--- config.mk ---
export PLATFORM = sky130hd
export DESIGN_NAME = pid_controller_clamped
export DESIGN_NICKNAME = d
export VERILOG_FILES = /design/src/hw/rtl/pidc_pkg.sv /design/src/hw/rtl/pidc_regs.sv /design/src/hw/rtl/pidc_ctrl.sv /design/src/hw/rtl/pidc_datapath.sv /design/src/hw/rtl/pid_controller_clamped.sv
export SDC_FILE = /design/constraint.sdc
export NUM_CORES = 2
export LEC_CHECK = 0
export CORE_MARGIN = 10
export CORE_UTILIZATION = 40
export CTS_BUF_LIST = sky130_fd_sc_hd__clkbuf_4 sky130_fd_sc_hd__clkbuf_8
export DETAILED_ROUTE_END_ITERATION = 7
export DONT_BUFFER_PORTS = 1
export PLACE_DENSITY = 0.58
export SLEW_MARGIN = 20
export SYNTH_ARGS = -nofsm -noshare
export SYNTH_HDL_FRONTEND = slang
export SYNTH_SLANG_ARGS = --single-unit
--- constraint.sdc ---
create_clock -name clock -period 10.2 [get_ports clock]
set_input_delay 0.51 -clock clock [delete_from_list [all_inputs] [get_ports clock]]
set_output_delay 0.51 -clock clock [all_outputs]
set_load 0.005 [all_outputs]
--- src/hw/rtl/pidc_pkg.sv ---
package pidc_pkg;

   // register indexes on the configuration port
   localparam logic [1:0] REG_GAIN_PROP   = 2'd0;
   localparam logic [1:0] REG_GAIN_INTEG  = 2'd1;
   localparam logic [1:0] REG_GAIN_DERIV  = 2'd2;
   localparam logic [1:0] REG_INTEG_LIMIT = 2'd3;

   localparam logic [14:0]        INTEG_LIMIT_RESET = 15'd25600;
   localparam logic [14:0]        DRIVE_MAX         = 15'd25600;
   // 6554 / 65536 stands for one tenth
   localparam logic signed [14:0] TENTH_Q16         = 15'sd6554;

   typedef struct packed {
      logic [15:0] gain_prop;
      logic [15:0] gain_integ;
      logic [15:0] gain_deriv;
      logic [14:0] integ_limit;
   } cfg_type;

   typedef struct packed {
      logic load;        // capture the error of a new item
      logic prop_step;   // kp * e, derivative difference, save error
      logic integ_step;  // ki * e
      logic tenth_step;  // scale by one tenth, kd * 10 * de
      logic acc_step;    // update and clamp the integral
      logic out_load;    // sum, saturate, load output register
   } cmd_type;

   typedef struct packed {
      logic out_free;    // output register can take a new result
   } stat_type;

endpackage

--- src/hw/rtl/pidc_regs.sv ---
module pidc_regs (
   input  logic              clock,
   input  logic              reset,
   input  logic              csr_psel,
   input  logic              csr_penable,
   input  logic              csr_pwrite,
   input  logic [3:0]        csr_paddr,
   input  logic [31:0]       csr_pwdata,
   output logic [31:0]       csr_prdata,
   output logic              csr_pready,
   output pidc_pkg::cfg_type cfg
);

   logic [15:0] gain_prop_ff;
   logic [15:0] gain_integ_ff;
   logic [15:0] gain_deriv_ff;
   logic [14:0] integ_limit_ff;
   logic        wr_en;
   logic [1:0]  reg_idx;

   assign csr_pready = 1'b1;
   assign wr_en      = csr_psel && csr_penable && csr_pwrite;
   assign reg_idx    = csr_paddr[3:2];

   // register writes
   always_ff @(posedge clock) begin
      if (reset) begin
         gain_prop_ff   <= '0;
         gain_integ_ff  <= '0;
         gain_deriv_ff  <= '0;
         integ_limit_ff <= pidc_pkg::INTEG_LIMIT_RESET;
      end else if (wr_en) begin
         case (reg_idx)
            pidc_pkg::REG_GAIN_PROP:   gain_prop_ff   <= csr_pwdata[15:0];
            pidc_pkg::REG_GAIN_INTEG:  gain_integ_ff  <= csr_pwdata[15:0];
            pidc_pkg::REG_GAIN_DERIV:  gain_deriv_ff  <= csr_pwdata[15:0];
            pidc_pkg::REG_INTEG_LIMIT: integ_limit_ff <= csr_pwdata[14:0];
            default: ;
         endcase
      end
   end

   // read mux
   always_comb begin
      case (reg_idx)
         pidc_pkg::REG_GAIN_PROP:   csr_prdata = {16'd0, gain_prop_ff};
         pidc_pkg::REG_GAIN_INTEG:  csr_prdata = {16'd0, gain_integ_ff};
         pidc_pkg::REG_GAIN_DERIV:  csr_prdata = {16'd0, gain_deriv_ff};
         pidc_pkg::REG_INTEG_LIMIT: csr_prdata = {17'd0, integ_limit_ff};
         default:                   csr_prdata = '0;
      endcase
   end

   assign cfg.gain_prop   = gain_prop_ff;
   assign cfg.gain_integ  = gain_integ_ff;
   assign cfg.gain_deriv  = gain_deriv_ff;
   assign cfg.integ_limit = integ_limit_ff;

endmodule

--- src/hw/rtl/pidc_ctrl.sv ---
module pidc_ctrl (
   input  logic               clock,
   input  logic               reset,
   input  logic               req_tvalid,
   output logic               req_tready,
   input  pidc_pkg::stat_type stat,
   output pidc_pkg::cmd_type  cmd
);

   typedef enum logic [5:0] {
      ST_IDLE  = 6'b000001,
      ST_PROP  = 6'b000010,
      ST_INTEG = 6'b000100,
      ST_TENTH = 6'b001000,
      ST_ACC   = 6'b010000,
      ST_SUM   = 6'b100000
   } state_type;

   state_type state_ff;
   state_type state_in;

   assign req_tready = (state_ff == ST_IDLE);

   // sequencing and commands
   always_comb begin
      state_in = state_ff;
      cmd      = '0;
      case (state_ff)
         ST_IDLE: begin
            if (req_tvalid) begin
               cmd.load = 1'b1;
               state_in = ST_PROP;
            end
         end
         ST_PROP: begin
            cmd.prop_step = 1'b1;
            state_in      = ST_INTEG;
         end
         ST_INTEG: begin
            cmd.integ_step = 1'b1;
            state_in       = ST_TENTH;
         end
         ST_TENTH: begin
            cmd.tenth_step = 1'b1;
            state_in       = ST_ACC;
         end
         ST_ACC: begin
            cmd.acc_step = 1'b1;
            state_in     = ST_SUM;
         end
         ST_SUM: begin
            // hold here while the previous result is still waiting
            if (stat.out_free) begin
               cmd.out_load = 1'b1;
               state_in     = ST_IDLE;
            end
         end
         default: state_in = ST_IDLE;
      endcase
   end

   always_ff @(posedge clock) begin
      if (reset) begin
         state_ff <= ST_IDLE;
      end else begin
         state_ff <= state_in;
      end
   end

endmodule

--- src/hw/rtl/pidc_datapath.sv ---
module pidc_datapath (
   input  logic               clock,
   input  logic               reset,
   input  pidc_pkg::cfg_type  cfg,
   input  pidc_pkg::cmd_type  cmd,
   output pidc_pkg::stat_type stat,
   input  logic [15:0]        set_temp,
   input  logic [15:0]        measured_temp,
   output logic               rsp_tvalid,
   input  logic               rsp_tready,
   output logic [14:0]        drive_level
);

   logic signed [16:0] err_ff;
   logic signed [16:0] prev_ff;
   logic signed [21:0] dd_ff;
   logic signed [28:0] prop_ff;
   logic signed [32:0] pi_ff;
   logic signed [26:0] inc_ff;
   logic signed [33:0] deriv_ff;
   logic signed [16:0] acc_ff;
   logic               rsp_valid_ff;
   logic [14:0]        drive_ff;

   logic signed [16:0] err_in;
   logic signed [17:0] diff;
   logic signed [21:0] diff_ext;
   logic signed [21:0] dd_in;
   logic [15:0]        gain_sel;
   logic signed [21:0] op_sel;
   logic signed [38:0] mul_res;
   logic signed [47:0] tenth_res;
   logic signed [27:0] acc_sum;
   logic signed [27:0] lim_pos;
   logic signed [27:0] lim_neg;
   logic signed [16:0] acc_in;
   logic signed [35:0] sum;
   logic [14:0]        drive_in;

   // error of the incoming item, exact in 17 bits
   assign err_in = $signed({set_temp[15], set_temp})
                 - $signed({measured_temp[15], measured_temp});

   // ten times the change in error, as 8x + 2x
   assign diff     = $signed({err_ff[16], err_ff}) - $signed({prev_ff[16], prev_ff});
   assign diff_ext = {{4{diff[17]}}, diff};
   assign dd_in    = (diff_ext <<< 3) + (diff_ext <<< 1);

   // shared gain multiplier
   always_comb begin
      if (cmd.prop_step) begin
         gain_sel = cfg.gain_prop;
      end else if (cmd.integ_step) begin
         gain_sel = cfg.gain_integ;
      end else begin
         gain_sel = cfg.gain_deriv;
      end
      if (cmd.tenth_step) begin
         op_sel = dd_ff;
      end else begin
         op_sel = {{5{err_ff[16]}}, err_ff};
      end
   end

   assign mul_res   = $signed({1'b0, gain_sel}) * op_sel;
   assign tenth_res = pi_ff * pidc_pkg::TENTH_Q16;

   // integral update and clamp to +/- limit
   assign acc_sum = {{11{acc_ff[16]}}, acc_ff} + {inc_ff[26], inc_ff};
   assign lim_pos = $signed({13'd0, cfg.integ_limit});
   assign lim_neg = -lim_pos;

   always_comb begin
      if (acc_sum > lim_pos) begin
         acc_in = lim_pos[16:0];
      end else if (acc_sum < lim_neg) begin
         acc_in = lim_neg[16:0];
      end else begin
         acc_in = acc_sum[16:0];
      end
   end

   // final sum and output saturation
   assign sum = {{7{prop_ff[28]}}, prop_ff} + {{19{acc_ff[16]}}, acc_ff}
              + {{2{deriv_ff[33]}}, deriv_ff};

   always_comb begin
      if (sum > $signed({21'd0, pidc_pkg::DRIVE_MAX})) begin
         drive_in = pidc_pkg::DRIVE_MAX;
      end else if (sum < 0) begin
         drive_in = '0;
      end else begin
         drive_in = sum[14:0];
      end
   end

   // term registers, floor shifts are bit selects
   always_ff @(posedge clock) begin
      if (cmd.load) begin
         err_ff <= err_in;
      end
      if (cmd.prop_step) begin
         prop_ff <= mul_res[32:4];
         dd_ff   <= dd_in;
      end
      if (cmd.integ_step) begin
         pi_ff <= mul_res[32:0];
      end
      if (cmd.tenth_step) begin
         inc_ff   <= tenth_res[46:20];
         deriv_ff <= mul_res[37:4];
      end
      if (cmd.out_load) begin
         drive_ff <= drive_in;
      end
   end

   // controller state carried between items
   always_ff @(posedge clock) begin
      if (reset) begin
         prev_ff <= '0;
         acc_ff  <= '0;
      end else begin
         if (cmd.prop_step) begin
            prev_ff <= err_ff;
         end
         if (cmd.acc_step) begin
            acc_ff <= acc_in;
         end
      end
   end

   // output register
   always_ff @(posedge clock) begin
      if (reset) begin
         rsp_valid_ff <= 1'b0;
      end else if (cmd.out_load) begin
         rsp_valid_ff <= 1'b1;
      end else if (rsp_tready) begin
         rsp_valid_ff <= 1'b0;
      end
   end

   assign stat.out_free = !rsp_valid_ff || rsp_tready;
   assign rsp_tvalid    = rsp_valid_ff;
   assign drive_level   = drive_ff;

endmodule

--- src/hw/rtl/pid_controller_clamped.sv ---
// channel    ports     direction  payload
// req        req_*     in         set_temp, measured_temp
// rsp        rsp_*     out        drive_level
// csr        csr_*     in         gain_prop, gain_integ, gain_deriv, integ_limit
//
// an item steps through the prop, integ, tenth, acc and sum states from the req
// transfer to rsp_tvalid; the next item is taken in the cycle after the result
// is loaded; one item at a time: the sequencer steps one shared gain multiplier
// reset clears the sequencer, integral, stored error, rsp_tvalid and the gains
// a stalled rsp holds the finished item in the last step until the output frees
module pid_controller_clamped (
   input  logic        clock,
   input  logic        reset,
   input  logic        req_tvalid,
   output logic        req_tready,
   input  logic [31:0] req_tdata,   // [15:0] set_temp, [31:16] measured_temp
   output logic        rsp_tvalid,
   input  logic        rsp_tready,
   output logic [15:0] rsp_tdata,   // [14:0] drive_level, [15] zero
   input  logic        csr_psel,
   input  logic        csr_penable,
   input  logic        csr_pwrite,
   input  logic [3:0]  csr_paddr,
   input  logic [31:0] csr_pwdata,
   output logic [31:0] csr_prdata,
   output logic        csr_pready
);

   pidc_pkg::cfg_type  cfg;
   pidc_pkg::cmd_type  cmd;
   pidc_pkg::stat_type stat;
   logic [14:0]        drive_level;

   pidc_regs u_regs (
      .clock       (clock),
      .reset       (reset),
      .csr_psel    (csr_psel),
      .csr_penable (csr_penable),
      .csr_pwrite  (csr_pwrite),
      .csr_paddr   (csr_paddr),
      .csr_pwdata  (csr_pwdata),
      .csr_prdata  (csr_prdata),
      .csr_pready  (csr_pready),
      .cfg         (cfg)
   );

   pidc_ctrl u_ctrl (
      .clock      (clock),
      .reset      (reset),
      .req_tvalid (req_tvalid),
      .req_tready (req_tready),
      .stat       (stat),
      .cmd        (cmd)
   );

   pidc_datapath u_dp (
      .clock         (clock),
      .reset         (reset),
      .cfg           (cfg),
      .cmd           (cmd),
      .stat          (stat),
      .set_temp      (req_tdata[15:0]),
      .measured_temp (req_tdata[31:16]),
      .rsp_tvalid    (rsp_tvalid),
      .rsp_tready    (rsp_tready),
      .drive_level   (drive_level)
   );

   assign rsp_tdata = {1'b0, drive_level};

endmodule

==> results.py <==
metrics = {
    "status": {
        "status": "finished, final reports clean",
    },
    "cts": {
        "clock-sinks": 280,
        "ctsHoldBuffers": 20,
        "ctsHtreeMaxLevel": 2,
        "path_clk_slew_ns": 0.06,
        "cts_buffers": 52,
        "cts_buffer_depth": 3,
        "clkLatencyLatePin_ns": 0.69,
        "cts_setup_buffers": 0,
        "cts_tree": "built",
        "post_cts_resized": 0,
        "root_buffer": "clkbuf_8",
    },
    "global_route": {
        "grt_pass1_vias": 29500,
        "grt_pass1_wl_um": 160000,
        "antenna_found_initial": 2,
        "grt_max_degree": 87,
        "overflow": 0,
        "grt_usage_pct": 18.6,
    },
    "die": {
        "die_y_um": 328,
        "fp.dieW_um": 328,
        "io_pins": 126,
        "rows": 112,
        "die_area_mm2": 0.108,
        "coreArea_mm2": 0.0937,
        "start_util_pct": 40.5,
    },
    "final_layout": {
        "final_common_cell": "inv_1",
        "layout.nets": 5219,
        "finish.utilization_pct": 43.4,
        "drive_above_1_share_pct": 4.39,
        "area_growth_pct": 7.10,
        "final_cell_mix": "inv_1 (868), nand2_1 (500), fa_1 (496)",
    },
    "timing": {
        "worst_slew_pin_slew_ns": 1.20,
        "rsz0062_at_grt": "false",
        "period_share_pct": 88.7,
        "finalSetupTns_ns": 0,
        "fmax_mhz": 111,
        "hold_viol": 0,
        "slew_headroom_pct": 20.0,
        "worst_clock_skew_ns": 0.0490,
        "fin_crit_ns": 9.04,
        "finalMaxSlewViolations": 0,
        "setup_violations": 0,
    },
    "critical_path": {
        "slowest_delay_ns": 0.57,
        "endpoint_kind": "flip-flop",
        "crit_top_cell": "fa_1",
        "cp_max_fo": 13,
        "slowest_stage": "fa_1",
        "required_ns": 10.63,
        "critPathLaunchType": "flip-flop",
        "r2r_slack_ns": 1.16,
        "worstSetupPathType": "flip-flop to flip-flop",
        "cp.arrival_ns": 9.48,
    },
    "route": {
        "wl_met1_um": 44600,
        "post_drt_wl_per_cell_um": 17.9,
        "antenna_left": 0,
        "drc": 0,
        "routed_via_density": 5.18,
        "wirelength_um": 99500,
        "met2_wirelength_um": 47200,
        "firstDrtPassIters": 6,
        "vias": 28700,
        "wl_met3_um": 5220,
        "routed.top_layer": "met4",
        "drt-initial-drc-count": 1735,
    },
    "synth": {
        "syn_inst": 4249,
        "synth_area_leaders": "fa_1 (26%), edfxtp_1 (14%), ha_1 (13%)",
        "synth-edff-count": 176,
        "synth_cell_types": 75,
        "yosys_warnings": 0,
        "netlist.area_leader.share_pct": 26.1,
        "ys.flop_type": "edfxtp_1",
        "syn-cell-area_mm2": 0.0380,
        "yosysSeqAreaShare_pct": 19.4,
        "syn_avg_cell_area_um2": 8.94,
        "synthArstFlopShare_pct": 0,
        "synth-seq-cells": 280,
        "synth_top_cell_by_area": "fa_1",
    },
    "power": {
        "power_per_cell_area_mw_per_mm2": 99.5,
        "combPwrFrac_pct": 38.5,
        "switching_share_pct": 37.4,
        "peakVddDrop_mv": 0.0986,
        "p_switching_uw": 1510,
        "cellLeakagePower_uw": 0.0191,
        "pwr-share-clk_pct": 28.0,
        "p_int_uw": 2530,
        "pwr-share-seq_pct": 33.6,
    },
    "place": {
        "portBuffers": 0,
        "hpwl_um": 80900,
        "place_congestion": 0.911,
    },
    "run": {
        "max-cap-violations": 0,
    },
    "min_path": {
        "hold_class": "primary input to flip-flop",
    },
}
-- worst max-delay path: cells and delay by family (launching register included) --
family / cells / cell delay (ns)
adders and majority gates: 7 / 3.44
xor gates and xnor gates: 1 / 0.09
buffers and inverters: 6 / 1.08
AOI/OAI and AO/OA: 9 / 2.56
and+or+nand+nor: 7 / 1.26
DFF: 1 / 0.38
-- sequential cells by signal, summed over array words and instances (netlist names) --
| name | flops |
|---|---|
| u_regs.gain_prop_ff | 16 |
| u_dp.prop_ff | 29 |
| u_dp.rsp_tvalid | 1 |
| u_dp.inc_ff | 27 |
| u_dp.err_ff | 17 |
| u_dp.drive_level | 15 |
| u_dp.pi_ff | 33 |
| u_dp.dd_ff | 21 |
| u_regs.integ_limit_ff | 15 |
| u_regs.gain_integ_ff | 16 |
| u_dp.deriv_ff | 34 |
| u_dp.acc_ff | 17 |
| u_regs.gain_deriv_ff | 16 |
| u_ctrl.state_ff | 6 |
| u_dp.prev_ff | 17 |
-- per-stage QoR --
stage	total power, uW	hold slack (ns)	area (um^2)	instances	worst slack (ns)
global placement	2900	0.439	39400	5426	1.19
global route	4350	0.0745	40700	5542	0.751
finish	4050	0.0742	40700	5542	1.16
CTS	4090	0.0231	40700	5541	1.22
floorplan	2510	0.436	38000	4265	0.893
detailed placement	2920	0.444	39400	5426	1.18
-- kinds of logic after synthesis --
family | Yosys count | synth area share (%)
AO/OA/AOI/OAI | 705 | 11.7
multiplexers | 53 | 1.91
XOR/XNOR | 181 | 4.17
AND/OR/NAND/NOR | 1126 | 13.3
other | 2 | 0.0198
buffers and inverters | 1004 | 10.1
adder cells (fa/ha/maj) | 898 | 39.4
flip-flops | 280 | 19.4
-- worst paths after layout --
check                           from           endpoint  depth (start not counted)
hold reg to reg     u_dp.prev_ff[13]   u_dp.prev_ff[13]                          2
setup / recovery  u_ctrl.state_ff[5]  u_dp.deriv_ff[31]                         30
hold / removal                 reset    u_dp.acc_ff[10]                          2
setup reg to reg  u_ctrl.state_ff[5]  u_dp.deriv_ff[31]                         30
-- power by group through the flow --
stage                     registers [uW]  clock network (uW)  logic, uW
after floorplan                     1370                   0       1140
after global placement              1380                   0       1520
after detailed placement            1380                   0       1540
after CTS                           1360                1160       1570
after global routing                1360                1210       1770
final                               1360                1130       1560
-- synth_stat cells (16+ instances only) --
library cell,n
edfxtp_1,176
nor2_1,306
mux2i_1,33
nand3b_1,25
nor3_1,40
and2_1,24
xnor2_1,135
fa_1,496
o21ai_0,112
nor2b_1,32
a21oi_1,275
nand2b_1,25
xor2_1,46
a211oi_1,24
o21bai_1,27
o211ai_1,16
inv_1,868
o311ai_0,20
o21a_1,39
nor4_1,22
nand3_1,47
nand4b_1,17
dfxtp_1,104
a21o_1,74
nand4_1,17
ha_1,402
buf_4,18
or3_1,22
nand2_1,500
clkbuf_1,106
-- routing by layer --
metal | vias up | GRT usage [%]
met5 | - | 0
met4 | 0 | 4.88
met3 | 138 | 2.54
met2 | 686 | 31.5
met1 | 14200 | 24.7
li1 | 13700 | -
-- layout make-up --
type,count,area (um^2)
Clock buffer,82,991
Multi-Input combinational cell,2981,26900
Timing Repair Buffer,60,518
Fill cell,9193,53100
Sequential cell,280,7370
Tap cell,1254,1570
Inverter,871,3270
Antenna cell,1,2.50
Clock inverter,13,73.8
(Power assumes the default switching activity.)
